==> config.mk <==
export PLATFORM = sky130hd
export DESIGN_NAME = node_liveness_table_poller
export DESIGN_NICKNAME = d
export VERILOG_FILES = /design/src/rtl/nlt_pkg.sv /design/src/rtl/nlt_cell.sv /design/src/rtl/node_liveness_table_poller.sv
export VERILOG_INCLUDE_DIRS = /design/src /design/src/rtl
export SDC_FILE = /design/constraint.sdc
export NUM_CORES = 1
export LEC_CHECK = 0
export BUFFER_PORTS_ARGS = -buffer_cell sky130_fd_sc_hd__buf_2
export CORE_ASPECT_RATIO = 0.9
export CORE_MARGIN = 2
export CORE_UTILIZATION = 50
export CTS_CLUSTER_SIZE = 30
export DETAILED_ROUTE_END_ITERATION = 8
export HOLD_SLACK_MARGIN = 0.15
export PLACE_DENSITY = 0.66
export SLEW_MARGIN = 20
export SYNTH_ARGS = -nofsm -noshare
export SYNTH_HDL_FRONTEND = slang
export SYNTH_SLANG_ARGS = --single-unit
==> constraint.sdc <==
create_clock -name clock -period 38.8 [get_ports clock]
set_clock_uncertainty 0.1 [all_clocks]
set_input_delay 3.88 -clock clock [delete_from_list [all_inputs] [get_ports clock]]
set_output_delay 3.88 -clock clock [all_outputs]
set_load 0.02 [all_outputs]
==> src/rtl/node_liveness_table_poller_macros.svh <==
// Assertion macros for the node liveness table poller.
// Depends on nothing; included by the RTL files that assert.
`ifndef NODE_LIVENESS_TABLE_POLLER_MACROS_SVH
`define NODE_LIVENESS_TABLE_POLLER_MACROS_SVH
`ifndef NO_ASSERTIONS
`define NLT_ASSERT_NOW(label, clk, rst, a, c) \
   label: assert property (@(posedge clk) disable iff (rst) (a) |-> (c)) \
      else $error("nlt assertion failed");
`define NLT_ASSERT_NEXT(label, clk, rst, a, c) \
   label: assert property (@(posedge clk) disable iff (rst) (a) |=> (c)) \
      else $error("nlt assertion failed");
`else
`define NLT_ASSERT_NOW(label, clk, rst, a, c)
`define NLT_ASSERT_NEXT(label, clk, rst, a, c)
`endif
`endif

==> src/rtl/nlt_pkg.sv <==
// Shared types and constants of the node liveness table poller.
// Depends on nothing.
package nlt_pkg;
   localparam int TABLE_ENTRIES = 32;
   localparam int IDX_W = (TABLE_ENTRIES > 1) ? $clog2(TABLE_ENTRIES) : 1;

   localparam logic [1:0] KIND_HELLO_BC  = 2'd0;
   localparam logic [1:0] KIND_HELLO_ACK = 2'd1;
   localparam logic [1:0] KIND_DATA_ACK  = 2'd2;
   localparam logic [1:0] KIND_POLL      = 2'd3;

   localparam logic [1:0] MSG_HELLO = 2'd0;
   localparam logic [1:0] MSG_DATA  = 2'd1;

   localparam logic [1:0] REG_AGE_TIMEOUT      = 2'd0;
   localparam logic [1:0] REG_RESEND_LIMIT     = 2'd1;
   localparam logic [1:0] REG_TICKS_PER_SECOND = 2'd2;
   localparam logic [1:0] REG_HELLO_INTERVAL   = 2'd3;

   typedef struct packed {
      logic        used;
      logic [7:0]  addr_hi;
      logic [7:0]  addr_lo;
      logic [15:0] age;
      logic [7:0]  polls;
   } entry_type;
endpackage

==> src/rtl/nlt_cell.sv <==
// One table entry of the rotating chain of cells.
// Depends on nlt_pkg.
module nlt_cell (
   input  logic               clock,
   input  logic               reset,
   input  logic               shift,
   input  nlt_pkg::entry_type data_in,
   output nlt_pkg::entry_type data_out
);
   logic        used_ff;
   logic [7:0]  addr_hi_ff;
   logic [7:0]  addr_lo_ff;
   logic [15:0] age_ff;
   logic [7:0]  polls_ff;

   // used bit is control state; address, age and polls need no reset
   always_ff @(posedge clock) begin
      if (reset) begin
         used_ff <= 1'b0;
      end else if (shift) begin
         used_ff <= data_in.used;
      end
   end

   always_ff @(posedge clock) begin
      if (shift) begin
         addr_hi_ff <= data_in.addr_hi;
         addr_lo_ff <= data_in.addr_lo;
         age_ff     <= data_in.age;
         polls_ff   <= data_in.polls;
      end
   end

   assign data_out = '{used: used_ff, addr_hi: addr_hi_ff, addr_lo: addr_lo_ff,
                       age: age_ff, polls: polls_ff};
endmodule

==> src/rtl/node_liveness_table_poller.sv <==
// Top level of the node liveness table poller: controller and ring of cells.
// Depends on nlt_pkg, nlt_cell and node_liveness_table_poller_macros.svh.
//
//  channel | direction | handshake           | payload
//  req_    | in        | req_valid/req_ready | op, src_hi, src_lo, msg_kind, sum_ok
//  rsp_    | out       | rsp_valid/rsp_ready | send_kind, dest_hi, dest_lo, last
//  csr_    | in        | csr_we              | csr_index, csr_wdata
//
// A tick in update, test or poll phase rotates the ring once, then closes in a
// final state. A hello or data packet rotates it twice (find, then apply), then
// closes the same way. Other items finish in the accept cycle.
// One item is in work at a time; a new item is taken once the result register
// is empty. A stalled result channel holds the poll rotation in place.
// Synchronous reset empties the table and returns the phase to hello.
`include "node_liveness_table_poller_macros.svh"
module node_liveness_table_poller (
   input  logic        clock,
   input  logic        reset,
   input  logic        req_valid,
   output logic        req_ready,
   input  logic        req_op,
   input  logic [7:0]  req_src_hi,
   input  logic [7:0]  req_src_lo,
   input  logic [1:0]  req_msg_kind,
   input  logic        req_sum_ok,
   output logic        rsp_valid,
   input  logic        rsp_ready,
   output logic [1:0]  rsp_send_kind,
   output logic [7:0]  rsp_dest_hi,
   output logic [7:0]  rsp_dest_lo,
   output logic        rsp_last,
   input  logic        csr_we,
   input  logic [1:0]  csr_index,
   input  logic [15:0] csr_wdata
);
   localparam int N = nlt_pkg::TABLE_ENTRIES;
   localparam int IW = nlt_pkg::IDX_W;

   // controller states
   localparam logic [1:0] S_IDLE = 2'd0;
   localparam logic [1:0] S_SCAN = 2'd1;
   localparam logic [1:0] S_FIN  = 2'd2;

   // rotation modes
   localparam logic [2:0] M_FIND  = 3'd0;
   localparam logic [2:0] M_APPLY = 3'd1;
   localparam logic [2:0] M_AGE   = 3'd2;
   localparam logic [2:0] M_TEST  = 3'd3;
   localparam logic [2:0] M_POLL  = 3'd4;

   // phase codes
   localparam logic [2:0] PH_HELLO  = 3'd1;
   localparam logic [2:0] PH_WAIT   = 3'd2;
   localparam logic [2:0] PH_UPDATE = 3'd3;
   localparam logic [2:0] PH_TEST   = 3'd4;
   localparam logic [2:0] PH_POLL   = 3'd5;

   localparam logic [IW-1:0] LAST_IDX = IW'(N - 1);

   // configuration registers
   logic [15:0] age_timeout_ff;
   logic [7:0]  resend_limit_ff;
   logic [7:0]  tps_ff;
   logic [15:0] hello_interval_ff;

   always_ff @(posedge clock) begin
      if (reset) begin
         age_timeout_ff    <= 16'd720;
         resend_limit_ff   <= 8'd5;
         tps_ff            <= 8'd10;
         hello_interval_ff <= 16'd3600;
      end else if (csr_we) begin
         unique case (csr_index)
            nlt_pkg::REG_AGE_TIMEOUT:      age_timeout_ff    <= csr_wdata;
            nlt_pkg::REG_RESEND_LIMIT:     resend_limit_ff   <= csr_wdata[7:0];
            nlt_pkg::REG_TICKS_PER_SECOND: tps_ff            <= csr_wdata[7:0];
            nlt_pkg::REG_HELLO_INTERVAL:   hello_interval_ff <= csr_wdata;
            default: ;
         endcase
      end
   end

   // control state
   logic [1:0]    st_ff, st_in;
   logic [2:0]    mode_ff, mode_in;
   logic [2:0]    phase_ff, phase_in;
   logic [7:0]    sub_ff, sub_in;
   logic [15:0]   sec_ff, sec_in;
   logic [IW-1:0] cnt_ff, cnt_in;
   logic          match_ff, match_in;
   logic [IW-1:0] match_idx_ff, match_idx_in;
   logic          free_ff, free_in;
   logic [IW-1:0] free_idx_ff, free_idx_in;
   logic          any_ff, any_in;
   logic          pend_ff, pend_in;
   logic [7:0]    pend_hi_ff, pend_hi_in;
   logic [7:0]    pend_lo_ff, pend_lo_in;
   logic [7:0]    pkt_hi_ff, pkt_hi_in;
   logic [7:0]    pkt_lo_ff, pkt_lo_in;
   logic          pkt_data_ff, pkt_data_in;

   // result register
   logic        rsp_valid_ff, rsp_valid_in;
   logic [1:0]  rsp_kind_ff, rsp_kind_in;
   logic [7:0]  rsp_hi_ff, rsp_hi_in;
   logic [7:0]  rsp_lo_ff, rsp_lo_in;
   logic        rsp_last_ff, rsp_last_in;

   // ring of cells: cell 0 is the head under the controller, the processed
   // entry goes back in at the tail
   nlt_pkg::entry_type cell_q [N];
   nlt_pkg::entry_type head;
   nlt_pkg::entry_type proc;
   logic               shift;

   for (genvar i = 0; i < N; i++) begin : g_cell
      nlt_pkg::entry_type cell_d;
      if (i == N - 1) begin : g_tail
         assign cell_d = proc;
      end else begin : g_mid
         assign cell_d = cell_q[i+1];
      end
      nlt_cell u_cell (
         .clock    (clock),
         .reset    (reset),
         .shift    (shift),
         .data_in  (cell_d),
         .data_out (cell_q[i])
      );
   end

   assign head = cell_q[0];

   logic        accept;
   logic        out_free;
   logic        push;
   logic [1:0]  push_kind;
   logic [7:0]  push_hi;
   logic [7:0]  push_lo;
   logic        push_last;
   logic [7:0]  sub_sat;
   logic [15:0] sec_sat;
   logic        sec_wrap;
   logic        head_match;
   logic        head_timed;
   logic        need_emit;

   assign req_ready = (st_ff == S_IDLE) && !rsp_valid_ff;
   assign accept    = req_valid && req_ready;
   assign out_free  = !rsp_valid_ff || rsp_ready;

   assign sub_sat  = (sub_ff == 8'hFF) ? sub_ff : sub_ff + 8'd1;
   assign sec_sat  = (sec_ff == 16'hFFFF) ? sec_ff : sec_ff + 16'd1;
   assign sec_wrap = (sec_sat >= hello_interval_ff);

   assign head_match = head.used && (head.addr_hi == pkt_hi_ff) &&
                       (head.addr_lo == pkt_lo_ff);
   assign head_timed = head.used && (head.age >= age_timeout_ff);
   assign need_emit  = (mode_ff == M_APPLY) || ((mode_ff == M_POLL) && pend_ff);

   always_comb begin
      st_in        = st_ff;
      mode_in      = mode_ff;
      phase_in     = phase_ff;
      sub_in       = sub_ff;
      sec_in       = sec_ff;
      cnt_in       = cnt_ff;
      match_in     = match_ff;
      match_idx_in = match_idx_ff;
      free_in      = free_ff;
      free_idx_in  = free_idx_ff;
      any_in       = any_ff;
      pend_in      = pend_ff;
      pend_hi_in   = pend_hi_ff;
      pend_lo_in   = pend_lo_ff;
      pkt_hi_in    = pkt_hi_ff;
      pkt_lo_in    = pkt_lo_ff;
      pkt_data_in  = pkt_data_ff;
      proc         = head;
      shift        = 1'b0;
      push         = 1'b0;
      push_kind    = nlt_pkg::KIND_POLL;
      push_hi      = 8'd0;
      push_lo      = 8'd0;
      push_last    = 1'b1;

      unique case (st_ff)
         S_IDLE: begin
            if (accept) begin
               cnt_in = '0;
               if (!req_op) begin
                  pkt_hi_in   = req_src_hi;
                  pkt_lo_in   = req_src_lo;
                  pkt_data_in = (req_msg_kind == nlt_pkg::MSG_DATA);
                  if (!req_sum_ok) begin
                     // bad checksum: poll the sender straight away
                     push    = 1'b1;
                     push_hi = req_src_hi;
                     push_lo = req_src_lo;
                  end else if (req_msg_kind == nlt_pkg::MSG_HELLO ||
                               req_msg_kind == nlt_pkg::MSG_DATA) begin
                     st_in    = S_SCAN;
                     mode_in  = M_FIND;
                     match_in = 1'b0;
                     free_in  = 1'b0;
                  end
               end else begin
                  sub_in = sub_sat;
                  unique case (phase_ff)
                     PH_HELLO: begin
                        push      = 1'b1;
                        push_kind = nlt_pkg::KIND_HELLO_BC;
                        phase_in  = PH_UPDATE;
                     end
                     PH_WAIT: begin
                        if (sub_sat >= tps_ff) begin
                           sub_in   = 8'd0;
                           sec_in   = sec_wrap ? 16'd0 : sec_sat;
                           phase_in = sec_wrap ? PH_HELLO : PH_UPDATE;
                        end
                     end
                     PH_UPDATE: begin
                        st_in   = S_SCAN;
                        mode_in = M_AGE;
                     end
                     PH_TEST: begin
                        st_in   = S_SCAN;
                        mode_in = M_TEST;
                        any_in  = 1'b0;
                     end
                     PH_POLL: begin
                        st_in   = S_SCAN;
                        mode_in = M_POLL;
                        pend_in = 1'b0;
                     end
                     default: phase_in = PH_HELLO;
                  endcase
               end
            end
         end

         S_SCAN: begin
            shift = 1'b1;
            unique case (mode_ff)
               M_FIND: begin
                  if (!head.used) begin
                     if (!free_ff) begin
                        free_in     = 1'b1;
                        free_idx_in = cnt_ff;
                     end
                  end else if (!match_ff && head_match) begin
                     match_in     = 1'b1;
                     match_idx_in = cnt_ff;
                  end
               end
               M_APPLY: begin
                  if (match_ff && cnt_ff == match_idx_ff) begin
                     proc.age   = 16'd0;
                     proc.polls = 8'd0;
                  end else if (!match_ff && free_ff && cnt_ff == free_idx_ff) begin
                     proc.used    = 1'b1;
                     proc.addr_hi = pkt_hi_ff;
                     proc.addr_lo = pkt_lo_ff;
                     proc.age     = 16'd0;
                     proc.polls   = 8'd0;
                  end
               end
               M_AGE: begin
                  if (head.used && head.age != 16'hFFFF) begin
                     proc.age = head.age + 16'd1;
                  end
               end
               M_TEST: begin
                  if (head_timed) begin
                     any_in = 1'b1;
                  end
               end
               M_POLL: begin
                  if (head_timed) begin
                     if (head.polls >= resend_limit_ff) begin
                        proc.used = 1'b0;
                     end else if (pend_ff && !out_free) begin
                        // hold the ring until the result register drains
                        shift = 1'b0;
                     end else begin
                        if (head.polls != 8'hFF) begin
                           proc.polls = head.polls + 8'd1;
                        end
                        // send the previous poll, keep this one back for last
                        push       = pend_ff;
                        push_hi    = pend_hi_ff;
                        push_lo    = pend_lo_ff;
                        push_last  = 1'b0;
                        pend_in    = 1'b1;
                        pend_hi_in = head.addr_hi;
                        pend_lo_in = head.addr_lo;
                     end
                  end
               end
               default: ;
            endcase

            if (shift) begin
               cnt_in = cnt_ff + 1'b1;
               if (cnt_ff == LAST_IDX) begin
                  cnt_in = '0;
                  if (mode_ff == M_FIND) begin
                     mode_in = M_APPLY;
                  end else begin
                     st_in = S_FIN;
                  end
               end
            end
         end

         S_FIN: begin
            if (!need_emit || out_free) begin
               st_in = S_IDLE;
               push  = need_emit;
               unique case (mode_ff)
                  M_APPLY: begin
                     push_kind = pkt_data_ff ? nlt_pkg::KIND_DATA_ACK :
                                               nlt_pkg::KIND_HELLO_ACK;
                     push_hi   = pkt_hi_ff;
                     push_lo   = pkt_lo_ff;
                  end
                  M_AGE:  phase_in = PH_TEST;
                  M_TEST: phase_in = any_ff ? PH_POLL : PH_WAIT;
                  M_POLL: begin
                     push_hi = pend_hi_ff;
                     push_lo = pend_lo_ff;
                     pend_in = 1'b0;
                     if (sub_ff >= tps_ff) begin
                        sub_in   = 8'd0;
                        sec_in   = sec_wrap ? 16'd0 : sec_sat;
                        phase_in = sec_wrap ? PH_HELLO : PH_UPDATE;
                     end else begin
                        phase_in = PH_TEST;
                     end
                  end
                  default: ;
               endcase
            end
         end

         default: st_in = S_IDLE;
      endcase
   end

   // result register: load on push, drop once taken
   always_comb begin
      rsp_valid_in = rsp_valid_ff;
      rsp_kind_in  = rsp_kind_ff;
      rsp_hi_in    = rsp_hi_ff;
      rsp_lo_in    = rsp_lo_ff;
      rsp_last_in  = rsp_last_ff;
      if (push) begin
         rsp_valid_in = 1'b1;
         rsp_kind_in  = push_kind;
         rsp_hi_in    = push_hi;
         rsp_lo_in    = push_lo;
         rsp_last_in  = push_last;
      end else if (rsp_ready) begin
         rsp_valid_in = 1'b0;
      end
   end

   always_ff @(posedge clock) begin
      if (reset) begin
         st_ff        <= S_IDLE;
         mode_ff      <= M_FIND;
         phase_ff     <= PH_HELLO;
         sub_ff       <= 8'd0;
         sec_ff       <= 16'd0;
         cnt_ff       <= '0;
         match_ff     <= 1'b0;
         free_ff      <= 1'b0;
         any_ff       <= 1'b0;
         pend_ff      <= 1'b0;
         rsp_valid_ff <= 1'b0;
      end else begin
         st_ff        <= st_in;
         mode_ff      <= mode_in;
         phase_ff     <= phase_in;
         sub_ff       <= sub_in;
         sec_ff       <= sec_in;
         cnt_ff       <= cnt_in;
         match_ff     <= match_in;
         free_ff      <= free_in;
         any_ff       <= any_in;
         pend_ff      <= pend_in;
         rsp_valid_ff <= rsp_valid_in;
      end
   end

   always_ff @(posedge clock) begin
      match_idx_ff <= match_idx_in;
      free_idx_ff  <= free_idx_in;
      pend_hi_ff   <= pend_hi_in;
      pend_lo_ff   <= pend_lo_in;
      pkt_hi_ff    <= pkt_hi_in;
      pkt_lo_ff    <= pkt_lo_in;
      pkt_data_ff  <= pkt_data_in;
      rsp_kind_ff  <= rsp_kind_in;
      rsp_hi_ff    <= rsp_hi_in;
      rsp_lo_ff    <= rsp_lo_in;
      rsp_last_ff  <= rsp_last_in;
   end

   assign rsp_valid     = rsp_valid_ff;
   assign rsp_send_kind = rsp_kind_ff;
   assign rsp_dest_hi   = rsp_hi_ff;
   assign rsp_dest_lo   = rsp_lo_ff;
   assign rsp_last      = rsp_last_ff;

   `NLT_ASSERT_NOW(a_busy_not_ready, clock, reset, st_ff != S_IDLE, !req_ready)
   `NLT_ASSERT_NOW(a_pend_in_poll, clock, reset, pend_ff, mode_ff == M_POLL)
   `NLT_ASSERT_NEXT(a_fin_closes, clock, reset, st_ff == S_FIN,
                    st_ff == S_IDLE || st_ff == S_FIN)
endmodule

==> summary.txt, run 1 <==
Status
  – Status: finished, final reports clean

Finish
  – Fillcell total: 7009
  – Flip-flop and latch area: 42740 um^2
  – Commonest non-fill, non-tap cell in the layout: edfxtp_1
  – Area of the multi-input gates: 5748 um^2
  – Share of cells above drive strength 1: 12.25%
  – Most frequent cells in the layout: edfxtp_1 (1342), nand2_1 (203), clkbuf_16 (140), dfxtp_1 (122), a21oi_1 (105)
  – Finished Layout Cells: 4026
  – Fin util: 57.13%
  – Layout area overhead: 12.95%
  – Nets@finish: 2756

Clocking
  – H-tree levels: 4
  – Number of buffers created by CTS: 137
  – Clock buffer depth: 3
  – CTS tree: yes
  – # hold bufs at CTS: 0
  – Worst-Skew Late Latency: 0.72 ns
  – Worst-path clk slew: 0.06 ns
  – Root buffer cell: clkbuf_16
  – Postcts setup bufs: 0
  – CTS sink count: 1464
  – Post-CTS resize count: 0

Global route
  – Vias in the first global route: 21090
  – First-pass GRT wire length: 118900 um
  – Largest net degree at the start of global routing: 232
  – Initial antenna violation count: 2
  – Total grt overflow: 0
  – GRT Overall Usage: 15.31%

Setup path
  – Reg-to-reg endpoint: g_cell[14].u_cell.age_ff[6]
  – Setup CP Type: in2reg
  – CP max FO: 183
  – Crit end category: flip-flop
  – R2R Setup Slk: 31.62 ns
  – Worst reg2reg path depth: 13
  – Critical path arrival: 9.14 ns
  – FF-to-FF Start: g_cell[0].u_cell.age_ff[6]
  – CP Launch Type: input pin
  – Worst Path Required: 39.03 ns

Place
  – Pre-CTS setup slack: 28.79 ns
  – RD Place Congestion: 0.8983
  – Placed insts: 3775
  – Port bufs: 63
  – Dpl hpwl: 42050 um

Worst hold path
  – Hold Path Class: reg2reg
  – WHS Path Cells: 0
  – Hold path endpoint: g_cell[23].u_cell.polls_ff[5]
  – Worst hold start: g_cell[24].u_cell.polls_ff[5]

Synthesis
  – Syn Nets: 2592
  – Distinct cell type count after synthesis: 77
  – Cells after Synth: 2487
  – Syn_area_per_cell: 19.68 um^2
  – Seq/Total Area, Yosys: 87.33%
  – #FFs+latches synth: 1464
  – Top_reg_cell synth: edfxtp_1
  – Area of the mapped netlist: 48940 um^2
  – Number of synthesized flops with an enable pin: 1342
  – YS warnings: 0
  – Async SR Flop Fraction: 0%

Timing
  – RSZ-0062 raised after global routing: false
  – Final Hold Fails: 0
  – Final setup vio count: 0
  – Max Slew Vio Count: 0
  – Slew headroom: 23.29%
  – Fmax achieved: 0.1122 GHz
  – Post-route setup TNS: 0 ns
  – Period utilization: 22.97%
  – Fin worst setup slack: 29.89 ns
  – Worst Tran Pin Value: 1.151 ns
  – Min cycle time layout: 8.911 ns

Detailed routing
  – Vias per cell: 5.368
  – Vias: 21613
  – Post-route antenna net violation count: 0
  – DRC Markers: 0
  – Total wire length: 76850 um
  – Pre-Repair DR Iteration Count: 6
  – Iter 0 DRT Violations: 2390
  – Routed WL per cell: 19.09 um

Die
  – Die Span Y: 300.8 um
  – Starting Density: 50.58%
  – Die area: 100400 um^2
  – Die Wd: 333.8 um
  – Core ar.: 96750 um^2
  – Cell Rows: 108
  – I/O pins: 64

Power
  – Peak supply drop: 41.34 uV
  – Pwr dens: 57.25 nW/um^2
  – Static leakage: 0.01788 uW

Run
  – Maxcap violations: 0
## metal layers
layer	vias up	wire, um	track usage [%]
met5	-	12	0
met4	2	1889	5.845
met3	169	5309	3.819
met2	685	32910	21.25
met1	10806	36720	23.46
li1	9951	-	-
## registers in the layout (all words and copies together) (netlist names), 16 cells and up
signal,cells
sec_ff,16
g_cell.u_cell.polls_ff,256
g_cell.u_cell.used_ff,32
g_cell.u_cell.addr_lo_ff,256
age_timeout_ff,16
g_cell.u_cell.age_ff,512
hello_interval_ff,16
g_cell.u_cell.addr_hi_ff,256
## worst max path at each step
stage,from,end,cells past startpoint
CTS,rsp_ready,g_cell[22].u_cell.age_ff[6],11
global route,rsp_ready,g_cell[11].u_cell.age_ff[6],11
global placement,rsp_ready,g_cell[0].u_cell.age_ff[11],11
floorplan,rsp_ready,g_cell[0].u_cell.addr_hi_ff[0],6
detailed placement,rsp_ready,g_cell[2].u_cell.age_ff[14],11
finish,rsp_ready,g_cell[14].u_cell.age_ff[6],11
## worst max-delay path: stages
cell and delay [ns]:
buf_2 0.10, nor2b_1 0.09, and2_1 0.19, and4_1 0.19
a21o_1 0.17, buf_4 0.27, clkinv_8 0.59, buf_4 0.92
buf_4 0.84, buf_4 0.88, buf_4 0.85
## cells in the mapped netlist, types with 20 or more instances
cell      count  share of area, %
o211ai_1     22              0.34
edfxtp_1   1342                82
o21ai_0      51              0.52
mux2_2       20              0.46
xor2_1       23              0.41
nand4_1      22              0.28
a22oi_1      21              0.32
dfxtp_1     122               5.0
a21oi_1     105               1.1
nand2_1     203               1.6
nand3_1      30              0.31
inv_1        58              0.44
ha_1         62               1.6
clkbuf_1     44              0.34
nor2_1      102              0.78
## area by class of cell
type	count	share of cell area (%)
diodes	1	0.004527
clock buffers	170	6.578
clock inverters	78	1.381
inverters	60	0.4301
multi-input cells	903	10.40
flip-flops and latches	1464	77.32
well taps	1265	2.863
repair buffers	85	1.021
## kinds of logic after synthesis
| family | synth area share, % |
|---|---|
| flip-flops | 87.33 |
| AND/OR/NAND/NOR | 4.515 |
| AO/OA/AOI/OAI | 4.045 |
| buffers and inverters | 1.020 |
| adder cells (fa/ha/maj) | 1.585 |
| XOR/XNOR | 0.7337 |
| multiplexers | 0.7670 |
## through the flow
stage	hold slack [ns]	instance area (um^2)	total power [uW]
floorplan	0.3003	48940	1915
global placement	0.3014	50790	1901
detailed placement	0.3045	50790	1903
CTS	0.3022	55190	3207
global route	0.3069	55280	3282
finish	0.3019	55280	3165
## report_power, final
| part | internal (uW) | total (uW) | switching (uW) |
|---|---|---|---|
| combinational | 15.3 | 71.3 | 56.1 |
| sequential | 1780 | 1800 | 19.1 |
| clock | 733 | 1290 | 560 |
| total | 2530 | 3160 | 635 |
Note: power is estimated with default switching activity, not from simulation.
==> inputs of run 2 (changes only) <==
clock period = 9.3 ns   (was 38.8 ns; I/O delays follow)
==> run 2 against run 1 <==
  * Combinational power rose to 4.2 times the previous value
  * Clock power rose to 4.4 times the previous value
  * Sequential power rose to 4.2 times the previous value
  * Via count up 0.49%
  * Clock-buffer cell count down 10
  * Sequential share of layout area down 0.28 points
  * Utilization up 0.21 points
  * Register-to-register slack worse by 27 ns
  * Non-clock buffer count down 3
  * Largest cell class unchanged
  * Highest routed layer unchanged
==> summary.txt, run 2 (synthesis results as in run 1) <==
Status
  – Status: finished, final reports clean

Finish
  – # diodes: 0 (-1)
  – Share of cells above drive strength 1: 12.24% (about the same)
  – Nets@finish: 2755 (-0.036%)
  – Finished Layout Cells: 4026 (unchanged)
  – Most frequent cells in the layout: edfxtp_1 (1342), nand2_1 (203), clkbuf_16 (142), dfxtp_1 (122), a21oi_1 (105)
  – Largest register FFs: 512 (unchanged)
  – Layout area overhead: 13.36%
  – Most flop-heavy register: g_cell.u_cell.age_ff
  – Fin util: 57.34% (+0.21 points)
  – Commonest non-fill, non-tap cell in the layout: edfxtp_1
  – Fillcell total: 7017 (+0.11%)

Detailed routing
  – Total wire length: 76970 um (+0.16%)
  – Post-route antenna net violation count: 0 (unchanged)
  – DRC Markers: 0 (unchanged)
  – Routed WL per cell: 19.12 um (+0.16%)
  – Pre-Repair DR Iteration Count: 7 (+1)
  – Vias: 21718 (+0.49%)
  – Vias per cell: 5.394 (+0.49%)
  – Iter 0 DRT Violations: 2156 (-9.8%)

Power
  – Peak supply drop: 174.8 uV (+320%)
  – Static leakage: 0.01800 uW (+0.64%)
  – Pwr dens: 243.3 nW/um^2 (+320%)

Clocking
  – H-tree levels: 4 (unchanged)
  – Number of buffers created by CTS: 139 (+1.5%)
  – Root buffer cell: clkbuf_16
  – Clock buffer depth: 3 (unchanged)
  – Postcts setup bufs: 0 (unchanged)
  – Worst-Skew Late Latency: 0.72 ns (about the same)
  – CTS tree: yes
  – CTS sink count: 1464 (unchanged)
  – Post-CTS resize count: 0 (unchanged)
  – # hold bufs at CTS: 0 (unchanged)
  – Worst-path clk slew: 0.06 ns (about the same)

Setup path
  – Reg-to-reg endpoint: g_cell[10].u_cell.addr_lo_ff[6]
  – FF-to-FF Start: g_cell[0].u_cell.age_ff[6]
  – Crit path cell chain: ha_1, and3_1, o311a_1, o31ai_2, o311ai_2, a21o_1, buf_4, inv_8, buf_4, buf_12
  – Buffers and inverters on the worst path: 4 (-3)
  – CP Launch Type: flip-flop
  – Critical path arrival: 5.34 ns (-3.80 ns)
  – Start point of the critical path: g_cell[0].u_cell.age_ff[6]
  – Crit end category: flip-flop
  – R2R Setup Slk: 4.21 ns (-27.41 ns)
  – Slowest-stage cell, CP: inv_8
  – Slowest stage delay, CP: 0.77 ns (-0.15 ns)
  – CP most frequent cell: buf_4
  – Worst reg2reg path depth: 10 (-3)
  – Setup CP Type: reg2reg
  – Worst Path Required: 9.55 ns (-29.48 ns)
  – CP top delay family: buffers and inverters
  – CP max FO: 155 (-15%)

Global route
  – Largest net degree at the start of global routing: 191 (-18%)
  – First-pass GRT wire length: 119800 um (+0.74%)
  – GRT Overall Usage: 15.41% (+0.099 points)
  – Total grt overflow: 0 (unchanged)
  – Initial antenna violation count: 2 (unchanged)
  – Vias in the first global route: 20861 (-1.1%)

Timing
  – Fmax achieved: 0.1964 GHz
  – Final Hold Fails: 0 (unchanged)
  – Max Slew Vio Count: 0 (unchanged)
  – RSZ-0062 raised after global routing: false
  – Slew headroom: 23.05% (-0.24 points)
  – Final setup vio count: 0 (unchanged)
  – Worst Tran Pin Value: 1.153 ns (+0.002356 ns)
  – Period utilization: 54.74%
  – Post-route setup TNS: 0 ns (unchanged)
  – Min cycle time layout: 5.091 ns

Worst hold path
  – WHS Path Cells: 0 (unchanged)
  – Hold path endpoint: g_cell[22].u_cell.age_ff[0]
  – Worst hold start: g_cell[23].u_cell.age_ff[0]
  – Hold Path Class: reg2reg

Die
  – Core ar.: 96750 um^2 (unchanged)
  – Starting Density: 50.58% (unchanged)
  – Die area: 100400 um^2 (unchanged)
  – Die Span Y: 300.8 um (unchanged)
  – I/O pins: 64 (unchanged)
  – Die Wd: 333.8 um (unchanged)
  – Cell Rows: 108 (unchanged)

Place
  – Dpl hpwl: 42400 um (+0.83%)
  – Placed insts: 3774 (-0.026%)
  – RD Place Congestion: 0.8738 (-2.7%)
  – Port bufs: 63 (unchanged)

Run
  – Maxcap violations: 0 (unchanged)
run 2: report_power, final:
part | internal [uW] | total (uW) | switching (uW)
combinational | 61.5 | 296 | 234
clock | 3320 | 5690 | 2370
sequential | 7430 | 7510 | 78.8
total | 10800 | 13500 | 2680
run 2: layout make-up:
type                            count  area (um^2)  area share [%]
Sequential cell                  1464        42740           77.04
Clock buffer                      160         3621           6.527
Multi-Input combinational cell    903         5748           10.36
Clock inverter                     92         1031           1.858
Inverter                           60        232.7          0.4195
Timing Repair Buffer               82        523.0          0.9427
Tap cell                         1265         1583           2.853
run 2: metal layers:
layer  wire (um)  track usage [%]  vias to the layer above  share of wire [%]
met5          19                0                        -              0.025
li1            -                -                     9939                  -
met4        2009            5.727                        4                2.6
met2       31850            20.46                      614                 41
met3        4797            3.690                      167                6.2
met1       38290            24.66                    10994                 50
run 2: how the worst max path moves through the flow:
stage / end / slack, ns / cells after the start
6_report: g_cell[10].u_cell.addr_lo_ff[6] / 4.21 / 10
5_1_grt: g_cell[30].u_cell.addr_lo_ff[2] / 3.84 / 10
4_1_cts: g_cell[28].u_cell.addr_lo_ff[4] / 4.17 / 10
3_5_place_dp: g_cell[14].u_cell.addr_lo_ff[5] / 4.15 / 10
3_3_place_gp: g_cell[23].u_cell.addr_lo_ff[2] / 4.29 / 10
2_1_floorplan: g_cell[0].u_cell.addr_hi_ff[0] / 0.64 / 8
run 2: worst reg2reg max path, delay by kind of cell, from the launching register on:
kind	cells	cell delay, ns
adder cells (fa/ha/maj)	1	0.34
buffers and inverters	4	2.34
flip-flops	1	0.49
AO/OA/AOI/OAI	4	1.17
AND/OR/NAND/NOR	1	0.17
run 2: stage by stage:
step	hold slack [ns]	setup WS (ns)	area [um^2]	total power, uW
6_report	0.2913	4.209	55480	13500
5_1_grt	0.2596	3.837	55480	13990
4_1_cts	0.2327	4.174	55460	13680
3_5_place_dp	0.3045	4.151	50810	7941
3_3_place_gp	0.3012	4.289	50810	7930
2_1_floorplan	0.3003	0.6369	48950	7867
